===== src/rtl/core/sgcf_pkg.sv =====
// Shared types, codes and defaults for the staggered ghost-cell fill block.
// Used by sgcf_seq, the top level and the checker; depends on nothing else.
package sgcf_pkg;

  localparam int MaxCellsDefault = 8192;
  localparam int WordBitsDefault = 32;

  // Word command kinds carried in s_tuser. The spare code behaves as a read.
  localparam logic [1:0] KIND_WRITE    = 2'd0;
  localparam logic [1:0] KIND_READ     = 2'd1;
  localparam logic [1:0] KIND_FILL     = 2'd2;
  localparam logic [1:0] KIND_READ_ALT = 2'd3;

  // Result status codes carried in m_tuser.
  localparam logic [1:0] STAT_WRITE = 2'd0;
  localparam logic [1:0] STAT_READ  = 2'd1;
  localparam logic [1:0] STAT_FILL  = 2'd2;

  // Per-face boundary modes.
  localparam logic [1:0] MODE_MIRROR   = 2'd0;
  localparam logic [1:0] MODE_COPY     = 2'd1;
  localparam logic [1:0] MODE_ZERO     = 2'd2;
  localparam logic [1:0] MODE_PERIODIC = 2'd3;

  // Configuration register indexes.
  localparam logic [2:0] REG_STAGGER = 3'd0;
  localparam logic [2:0] REG_SIZE_X  = 3'd1;
  localparam logic [2:0] REG_SIZE_Y  = 3'd2;
  localparam logic [2:0] REG_SIZE_Z  = 3'd3;
  localparam logic [2:0] REG_GHOST   = 3'd4;
  localparam logic [2:0] REG_ENABLE  = 3'd5;
  localparam logic [2:0] REG_MODES   = 3'd6;

  localparam int CfgIndexBits = 3;
  localparam int CfgDataBits  = 12;

  typedef struct packed {
    logic [1:0]  stagger;
    logic [4:0]  size_x;
    logic [4:0]  size_y;
    logic [4:0]  size_z;
    logic [2:0]  ghost;
    logic [5:0]  enable;
    logic [11:0] modes;
  } cfg_t;

  // Memory request from the fill sequencer.
  typedef struct packed {
    logic rd;
    logic wr;
    logic zero;
    logic done;
  } seq_req_t;

endpackage


===== src/rtl/core/sgcf_seq.sv =====
// Ghost-fill sequencer: walks faces, layers and face cells, issuing a
// source read and a target write per copied cell, or only a target write per zeroed cell. Depends on sgcf_pkg.
module sgcf_seq
  import sgcf_pkg::*;
#(
  parameter int ADDR_BITS = 13
) (
  input  logic                 clk,
  input  logic                 rst,
  input  logic                 start,
  input  cfg_t                 cfg,
  output seq_req_t             req,
  output logic [ADDR_BITS-1:0] addr
);

  typedef enum logic [5:0] {
    S_IDLE  = 6'b000001,
    S_FACE  = 6'b000010,
    S_LAYER = 6'b000100,
    S_RD    = 6'b001000,
    S_WR    = 6'b010000,
    S_DONE  = 6'b100000
  } seq_state_t;

  seq_state_t state;
  logic [2:0]  face;
  logic [2:0]  layer;
  logic [4:0]  u;
  logic [4:0]  v;
  logic [4:0]  tc;
  logic [4:0]  sc;
  logic [1:0]  mode;
  logic [5:0]  dim0;
  logic [5:0]  dim1;
  logic [5:0]  dim2;
  logic [11:0] d01;

  logic [1:0]  stg;
  logic [1:0]  face_d;
  logic [5:0]  dim_d;
  logic [5:0]  dim_o1;
  logic [5:0]  dim_o2;
  logic [1:0]  face_mode;
  logic signed [7:0] end_s;
  logic signed [7:0] g_s;
  logic signed [7:0] gw_s;
  logic signed [7:0] tc_s;
  logic signed [7:0] sc_s;
  logic        layer_ok;
  logic [4:0]  lay;
  logic [4:0]  c0;
  logic [4:0]  c1;
  logic [4:0]  c2;
  logic [16:0] addr_sum;
  logic        v_last;
  logic        u_last;

  assign stg    = (cfg.stagger == 2'd3) ? 2'd2 : cfg.stagger;
  assign face_d = face[2:1];

  always_comb begin
    case (face_d)
      2'd0: begin
        dim_d  = dim0;
        dim_o1 = dim1;
        dim_o2 = dim2;
      end
      2'd1: begin
        dim_d  = dim1;
        dim_o1 = dim0;
        dim_o2 = dim2;
      end
      default: begin
        dim_d  = dim2;
        dim_o1 = dim0;
        dim_o2 = dim1;
      end
    endcase
  end

  assign face_mode = cfg.modes[{face, 1'b0} +: 2];
  assign gw_s  = $signed({5'd0, cfg.ghost});
  assign g_s   = $signed({5'd0, layer});
  assign end_s = $signed({2'd0, dim_d}) - gw_s - 8'sd1;

  // Target and source coordinates of the current layer.
  always_comb begin
    if (!face[0]) begin
      tc_s = g_s;
      case (face_mode)
        MODE_MIRROR: sc_s = 8'sd2 * gw_s - 8'sd1 - g_s;
        MODE_COPY:   sc_s = gw_s;
        default:     sc_s = g_s + end_s - gw_s + 8'sd1;
      endcase
    end else begin
      tc_s = end_s + 8'sd1 + g_s;
      case (face_mode)
        MODE_MIRROR: sc_s = end_s - g_s;
        MODE_COPY:   sc_s = end_s;
        default:     sc_s = gw_s + g_s;
      endcase
    end
  end

  assign layer_ok = (tc_s >= 8'sd0) && (tc_s < $signed({2'd0, dim_d}))
                 && ((face_mode == MODE_ZERO)
                     || ((sc_s >= 8'sd0) && (sc_s < $signed({2'd0, dim_d}))))
                 && (dim_o1 != 6'd0) && (dim_o2 != 6'd0);

  assign lay = (state == S_RD) ? sc : tc;

  always_comb begin
    case (face_d)
      2'd0: begin
        c0 = lay;
        c1 = u;
        c2 = v;
      end
      2'd1: begin
        c0 = u;
        c1 = lay;
        c2 = v;
      end
      default: begin
        c0 = u;
        c1 = v;
        c2 = lay;
      end
    endcase
  end

  assign addr_sum = 17'(c0) + 17'(c1) * 17'(dim0) + 17'(c2) * 17'(d01);
  assign addr     = addr_sum[ADDR_BITS-1:0];

  assign v_last = ({1'b0, v} == dim_o2 - 6'd1);
  assign u_last = ({1'b0, u} == dim_o1 - 6'd1);

  assign req.rd   = (state == S_RD);
  assign req.wr   = (state == S_WR);
  assign req.zero = (mode == MODE_ZERO);
  assign req.done = (state == S_DONE);

  always_ff @(posedge clk) begin
    if (rst) begin
      state <= S_IDLE;
    end else begin
      case (state)
        S_IDLE: begin
          if (start) begin
            face  <= 3'd0;
            dim0  <= {1'b0, cfg.size_x} + ((stg != 2'd0) ? 6'd1 : 6'd0);
            dim1  <= {1'b0, cfg.size_y} + ((stg != 2'd1) ? 6'd1 : 6'd0);
            dim2  <= {1'b0, cfg.size_z} + ((stg != 2'd2) ? 6'd1 : 6'd0);
            state <= S_FACE;
          end
        end
        S_FACE: begin
          d01 <= dim0 * dim1;
          if (face == 3'd6) begin
            state <= S_DONE;
          end else if (cfg.enable[face] && (cfg.ghost != 3'd0)) begin
            layer <= 3'd0;
            mode  <= face_mode;
            state <= S_LAYER;
          end else begin
            face <= face + 3'd1;
          end
        end
        S_LAYER: begin
          if (layer == cfg.ghost) begin
            face  <= face + 3'd1;
            state <= S_FACE;
          end else if (layer_ok) begin
            tc    <= tc_s[4:0];
            sc    <= sc_s[4:0];
            u     <= 5'd0;
            v     <= 5'd0;
            state <= (mode == MODE_ZERO) ? S_WR : S_RD;
          end else begin
            layer <= layer + 3'd1;
          end
        end
        S_RD: begin
          state <= S_WR;
        end
        S_WR: begin
          if (v_last) begin
            v <= 5'd0;
            if (u_last) begin
              layer <= layer + 3'd1;
              state <= S_LAYER;
            end else begin
              u     <= u + 5'd1;
              state <= (mode == MODE_ZERO) ? S_WR : S_RD;
            end
          end else begin
            v     <= v + 5'd1;
            state <= (mode == MODE_ZERO) ? S_WR : S_RD;
          end
        end
        S_DONE: begin
          state <= S_IDLE;
        end
        default: begin
          state <= S_IDLE;
        end
      endcase
    end
  end

endmodule


===== config.mk =====
export PLATFORM = sky130hd
export DESIGN_NAME = sgcf_seq
export DESIGN_NICKNAME = d
export VERILOG_FILES = /design/src/rtl/core/sgcf_pkg.sv /design/src/rtl/core/sgcf_seq.sv
export SDC_FILE = /design/constraint.sdc
export NUM_CORES = 1
export LEC_CHECK = 0
export BUFFER_PORTS_ARGS = -buffer_cell sky130_fd_sc_hd__buf_2
export CAP_MARGIN = 20
export CELL_PAD_IN_SITES_DETAIL_PLACEMENT = 0
export CELL_PAD_IN_SITES_GLOBAL_PLACEMENT = 1
export CORE_UTILIZATION = 49
export DETAILED_ROUTE_END_ITERATION = 8
export PLACE_DENSITY = 0.8
export REMOVE_ABC_BUFFERS = 1
export SLEW_MARGIN = 30
export SYNTH_ARGS = -nofsm -noshare
export SYNTH_HDL_FRONTEND = slang
export SYNTH_SLANG_ARGS = --single-unit

===== constraint.sdc =====
create_clock -name clk -period 9 [get_ports clk]
set_input_delay 0.9 -clock clk [delete_from_list [all_inputs] [get_ports clk]]
set_output_delay 0.9 -clock clk [all_outputs]
set_load 0.02 [all_outputs]

Word level (Yosys, flattened, before mapping). Index checks and enable logic that the tools add are counted.

Flip-flop bits (word level): 64. Input bits: 41. Output and inout port bits: 17. Word-level logic and storage cells: 147.

Add/subtract/negate cells: 22. Multipliers: 3. Magnitude comparators: 5. Eq/ne operators: 30. Shift operators: 1. Mux-type cells: 45. Bitwise logic cells: 3. Reductions and logical operators: 26.

Operators with widths (count): $mux W5 (10); $mux W6 (8); $pmux W8 S2 (2); $mux W3 (10); $pmux W5 S2 (3); $pmux W6 S5 (1); $ne A2 B2 Y1 const B (10); $add A5 B1 Y6 (3); $pmux W3 S3 (2); $add A8 B2 Y8 const B (2); $ge A8 B1 Y1 const B (2); $lt A8 B7 Y1 (2); $mux W8 (2); $sub A8 B4 Y8 (2); $add A12 B13 Y13 (1); $mul A5 B12 Y13 (1); $add A5 B11 Y12 (1); $eq A5 B6 Y1 (2); $mul A6 B6 Y12 (1); $pmux W6 S2 (1); $reduce_and A4 Y1 (3); $reduce_and A6 Y1 (2); $reduce_bool A6 Y1 (2); $shiftx A12 B5 Y2 (1); other kinds (37) (61).

Depth between registers and ports, before layout.
Depth after elaboration: 18. Mapped depth: 30. Gate-level depth less buffers: 27.

Least setup slack after synthesis. OpenSTA, ideal clock, no wires.

Path kind: register to output. Start: reg state[5]. End: out addr[12]. Arrival: 6.321 ns. Data required time: 8.100 ns. Slack: 1.779 ns. Stages on the path, launching flop included: 28. Path buffers: 1. Cell sequence: dfxtp_1 nor4_1 nand3b_1 clkbuf_1 mux2i_1 a21oi_1 nand2_1 fa_1 inv_1 fa_1 inv_1 fa_1 fa_1 inv_1 fa_1 inv_1 fa_1 inv_1 a21oi_1 o21ai_0 a21oi_1 o21bai_1 a21oi_1 nor2_1 o21ai_0 nand2b_1 a21oi_1 xnor2_1.

Word-level cells in the longest chain between the ends: 6. Elaborated cells between the ends (all ways): 9. Those cells by class: 2 x add/sub; 2 x mul; 1 x eq/ne; 4 x mux.

Ends and longest elaborated chain: start: declaration (line sgcf_seq.sv:25) `seq_state_t state;`; start signal: assignment (line sgcf_seq.sv:178) `state <= (mode == MODE_ZERO) ? S_WR : S_RD;`; start signal: assignment (line sgcf_seq.sv:194) `state <= (mode == MODE_ZERO) ? S_WR : S_RD;`; start signal: assignment (line sgcf_seq.sv:198) `state <= (mode == MODE_ZERO) ? S_WR : S_RD;`; $eq A6 B4 Y1 (*) (line sgcf_seq.sv:110) `assign lay = (state == S_RD) ? sc : tc;`; $mux W5 (*) (line sgcf_seq.sv:110); $pmux W5 S2 (line sgcf_seq.sv:113) `case (face_d)`; $mul A5 B6 Y11 (line sgcf_seq.sv:132) `assign addr_sum = 17'(c0) + 17'(c1) * 17'(dim0) + 17'(c2) * 17'(d01);`; $add A5 B11 Y12 (line sgcf_seq.sv:132); $add A12 B13 Y13 (*) (line sgcf_seq.sv:132); end: declaration (line sgcf_seq.sv:13) `output logic [ADDR_BITS-1:0] addr`.

Every way passes the cells marked *; elsewhere a longest branch is shown, timed or not.

Worst setup path in the final report. Same ends and word-level chain as after synthesis.

==> impl_metrics.env <==
export IMPL_synth_edff_count=58
export IMPL_cts_post_setup_buffers_inserted=0
export IMPL_leakage_nw=4.65
export IMPL_regToRegEndpoint="u[3]$_SDFFCE_PN0P_"
export IMPL_cp_slowest_cell="sky130_fd_sc_hd__a21oi_1"
export IMPL_timing_clock_skew_ns=0.00946
export IMPL_cts_buffer_depth=2
export IMPL_grt_max_degree=27
export IMPL_setup_crit_start_kind="flip-flop"
export IMPL_timing_max_transition_violations_final=0
export IMPL_ant_nets=0
export IMPL_launch_point_of_the_worst_reg_to_reg_path="face[2]$_SDFFCE_PP0P_"
export IMPL_dp_worst_setup_slack_ns=1.00
export IMPL_synth_top_cell_by_area="sky130_fd_sc_hd__edfxtp_1"
export IMPL_cts_tree="built"
export IMPL_grt_use_total_pct=22.6
export IMPL_average_wire_length_per_cell_after_detail_routing_um=16.1
export IMPL_whs_path_depth=3
export IMPL_detail_route_iter0_violations=309
export IMPL_n_fill_cell=1723
export IMPL_root_cell_of_the_clock_tree="sky130_fd_sc_hd__clkbuf_16"
export IMPL_multi_input_area_um2=6800
export IMPL_post_route_worst_setup_slack_ns=0.662
export IMPL_cts_hold_buf=0
export IMPL_register_area_um2=1860
export IMPL_total_number_of_nets_in_the_final_design=1285
export IMPL_status="completed"
export IMPL_hold_path_endpoint="state[4]$_SDFFE_PP0P_"
export IMPL_num_vias=7077
export IMPL_report_final_setup_viol=0
export IMPL_syn_cell_area_um2=9340
export IMPL_final_min_period_over_clock_period_pct=92.6
export IMPL_fmaxAchievable_mhz=120
export IMPL_clock_sink_count=64
export IMPL_floorplan_core_area_um2=18700
export IMPL_layout_core_utilization_pct=54.3
export IMPL_antenna_cells=0
export IMPL_crit_required_ns=8.10
export IMPL_max_cap_violations=0
export IMPL_tmin_final_ns=8.34
export IMPL_reg2regPathDepth=25
export IMPL_final_hold_viol_count=0
export IMPL_fin_hold_ws_ns=0.568
export IMPL_critical_path_most_common_cell="sky130_fd_sc_hd__fa_1"
export IMPL_cts_htree_levels=3
export IMPL_wl_um=20900
export IMPL_sum_of_negative_setup_slack_ns=0
export IMPL_finalWeightedCongestion=0.842
export IMPL_cp_end_kind="primary output"
export IMPL_synth_async_sr_flop_share_pct=0
export IMPL_grt_ovfl_total=0
export IMPL_syn_avg_cell_area_um2=9.20
export IMPL_unrepaired_setup_endpoints_after_global_routing="false"
export IMPL_syn_inst=1015
export IMPL_crit_type="flip-flop to primary output"
export IMPL_tightestPinTransition_ns=0.887
export IMPL_synth_warnings=0
export IMPL_post_cts_resized=0
export IMPL_clkSlewWorstSetupHoldPaths_ns=0.06
export IMPL_synth_top_area_share_pct=18.7
export IMPL_ys_types=73
export IMPL_floorplan_die_area_um2=19600
export IMPL_synth_ff_type="sky130_fd_sc_hd__edfxtp_1"
export IMPL_yosys_register_bits=64
export IMPL_share_of_the_yosys_chip_area_belonging_to_registers_pct=19.9
export IMPL_post_route_cells_drive_above_1_share_pct=11.0
export IMPL_post_synthesis_to_final_layout_area_growth_pct=8.85
export IMPL_rows=50
export IMPL_viasPerCell=5.46
export IMPL_drc=0
export IMPL_design_portCount=58
export IMPL_die_h_um=140
export IMPL_worstHoldPathType="flip-flop to flip-flop"
export IMPL_pre_repair_dr_iteration_count=5
export IMPL_setup_reg_to_reg_worst_slack_ns=1.48
export IMPL_min_from="mode[0]$_DFFE_PP_"
export IMPL_slowest_delay_ns=0.64
export IMPL_worst_path_max_fanout=10
export IMPL_grt_pass1_vias=7212
export IMPL_io_buffers=57
export IMPL_synth_area_leaders="sky130_fd_sc_hd__edfxtp_1, sky130_fd_sc_hd__fa_1, sky130_fd_sc_hd__ha_1"
export IMPL_floorplan_initialDensity_pct=49.9
export IMPL_cts_inserted_buffers=9
export IMPL_pwr_density_cell_nw_per_um2=305
export IMPL_initial_antenna_violation_count=0
export IMPL_power_ir_vdd_worst_v=0.000172
export IMPL_worst_slew_margin_rel_pct=40.9
export IMPL_grt_first_pass_wirelength_um=35600
export IMPL_detailedPlacementHpwl_um=17100
export IMPL_die_x_um=140
export IMPL_worstPathArrival_ns=7.44
export IMPL_worst_skew_pair_late_latency_ns=0.33
cells in the mapped netlist, types with 23 or more instances:
library cell and n:
sky130_fd_sc_hd__nand2_1 79, sky130_fd_sc_hd__nor2b_1 30, sky130_fd_sc_hd__fa_1 81, sky130_fd_sc_hd__o21ai_0 23, sky130_fd_sc_hd__edfxtp_1 58, sky130_fd_sc_hd__clkbuf_1 28
sky130_fd_sc_hd__xnor2_1 53, sky130_fd_sc_hd__inv_1 130, sky130_fd_sc_hd__and2_1 56, sky130_fd_sc_hd__nor2_1 67, sky130_fd_sc_hd__a21oi_1 55, sky130_fd_sc_hd__ha_1 105
logic make-up (layout without fill, tap and decap cells):
| logic type | Yosys count | count (layout) | synth area share, % |
|---|---|---|---|
| adders and majority gates | 187 | 187 | 31.6 |
| xor gates and xnor gates | 77 | 77 | 7.45 |
| DFF | 64 | 64 | 19.9 |
| muxes | 36 | 36 | 4.45 |
| and+or+nand+nor | 312 | 312 | 17.1 |
| buffers and inverters | 173 | 221 | 7.39 |
| AOI/OAI and AO/OA | 166 | 166 | 12.1 |
final cells by class:
type / count / area share (%)
clock inverter: 4 / 0.271
inverter: 134 / 4.95
tap: 234 / 2.88
clock buffer: 12 / 2.84
timing repair buffer: 71 / 3.84
multi-input combinational: 778 / 66.9
sequential: 64 / 18.3
power breakdown:
part	switching (mW)	total, mW	internal, mW
logic	1.39	2.36	0.970
clock network	0.131	0.360	0.229
registers	0.0194	0.377	0.358
layer usage:
metal / global-route usage, % / up-vias / share of wire, %
met5: 0 / - / 0
met3: 1.68 / 20 / 2.6
met1: 30.4 / 3412 / 47
met4: 5.55 / 0 / 1.2
met2: 39.5 / 128 / 49
li1: - / 3517 / -
per-stage QoR:
stage                     instance area, um2  std cells  total power [mW]
after floorplan                         9150        976              2.20
after global placement                  9840       1281              2.73
after detailed placement                9840       1281              2.77
after CTS                              10200       1297              3.14
after global routing                   10200       1297              3.42
final                                  10200       1297              3.10
state kept, by name (all words and copies together) (netlist names):
name,cells
state,6
mode,2
tc,5
dim0,6
d01,12
sc,5
face,3
dim2,6
layer,3
dim1,6
u,5
v,5
cells in the final DEF, fill, tap and decap left out, drive strengths merged, types with 7 or more instances in the layout:
master  count
o21ai      26
xor2       22
inv       136
nand3      18
a211oi     13
and3        7
nand4       7
edfxtp     58
nor2       69
nor2b      30
xnor2      54
nand2      79
ha        105
and2       57
nand2b     12
buf        71
fa         81
nor4        8
mux2       12
a21o       11
mux2i      22
a21oi      55
clkbuf     12
o21bai      9
worst max path at each step:
stage / start / end / slack, ns
detailed placement: state[5]$_SDFFE_PP0P_ / addr[12] / 1.00
floorplan: state[5]$_SDFFE_PP0P_ / addr[12] / 1.74
CTS: state[5]$_SDFFE_PP0P_ / addr[12] / 0.63
global placement: state[5]$_SDFFE_PP0P_ / addr[12] / 1.20
finish: state[5]$_SDFFE_PP0P_ / addr[12] / 0.66
global route: state[5]$_SDFFE_PP0P_ / addr[12] / 0.16
critical path, delay by kind of cell, from the launching register on:
kind	cells	cell delay, ns
and+or+nand+nor	5	1.21
muxes	1	0.27
DFF	1	0.34
buffers and inverters	6	0.47
adders and majority gates	6	3.09
xor gates and xnor gates	1	0.15
AOI/OAI and AO/OA	8	1.55
No activity file was read; power rests on OpenSTA's default activity.
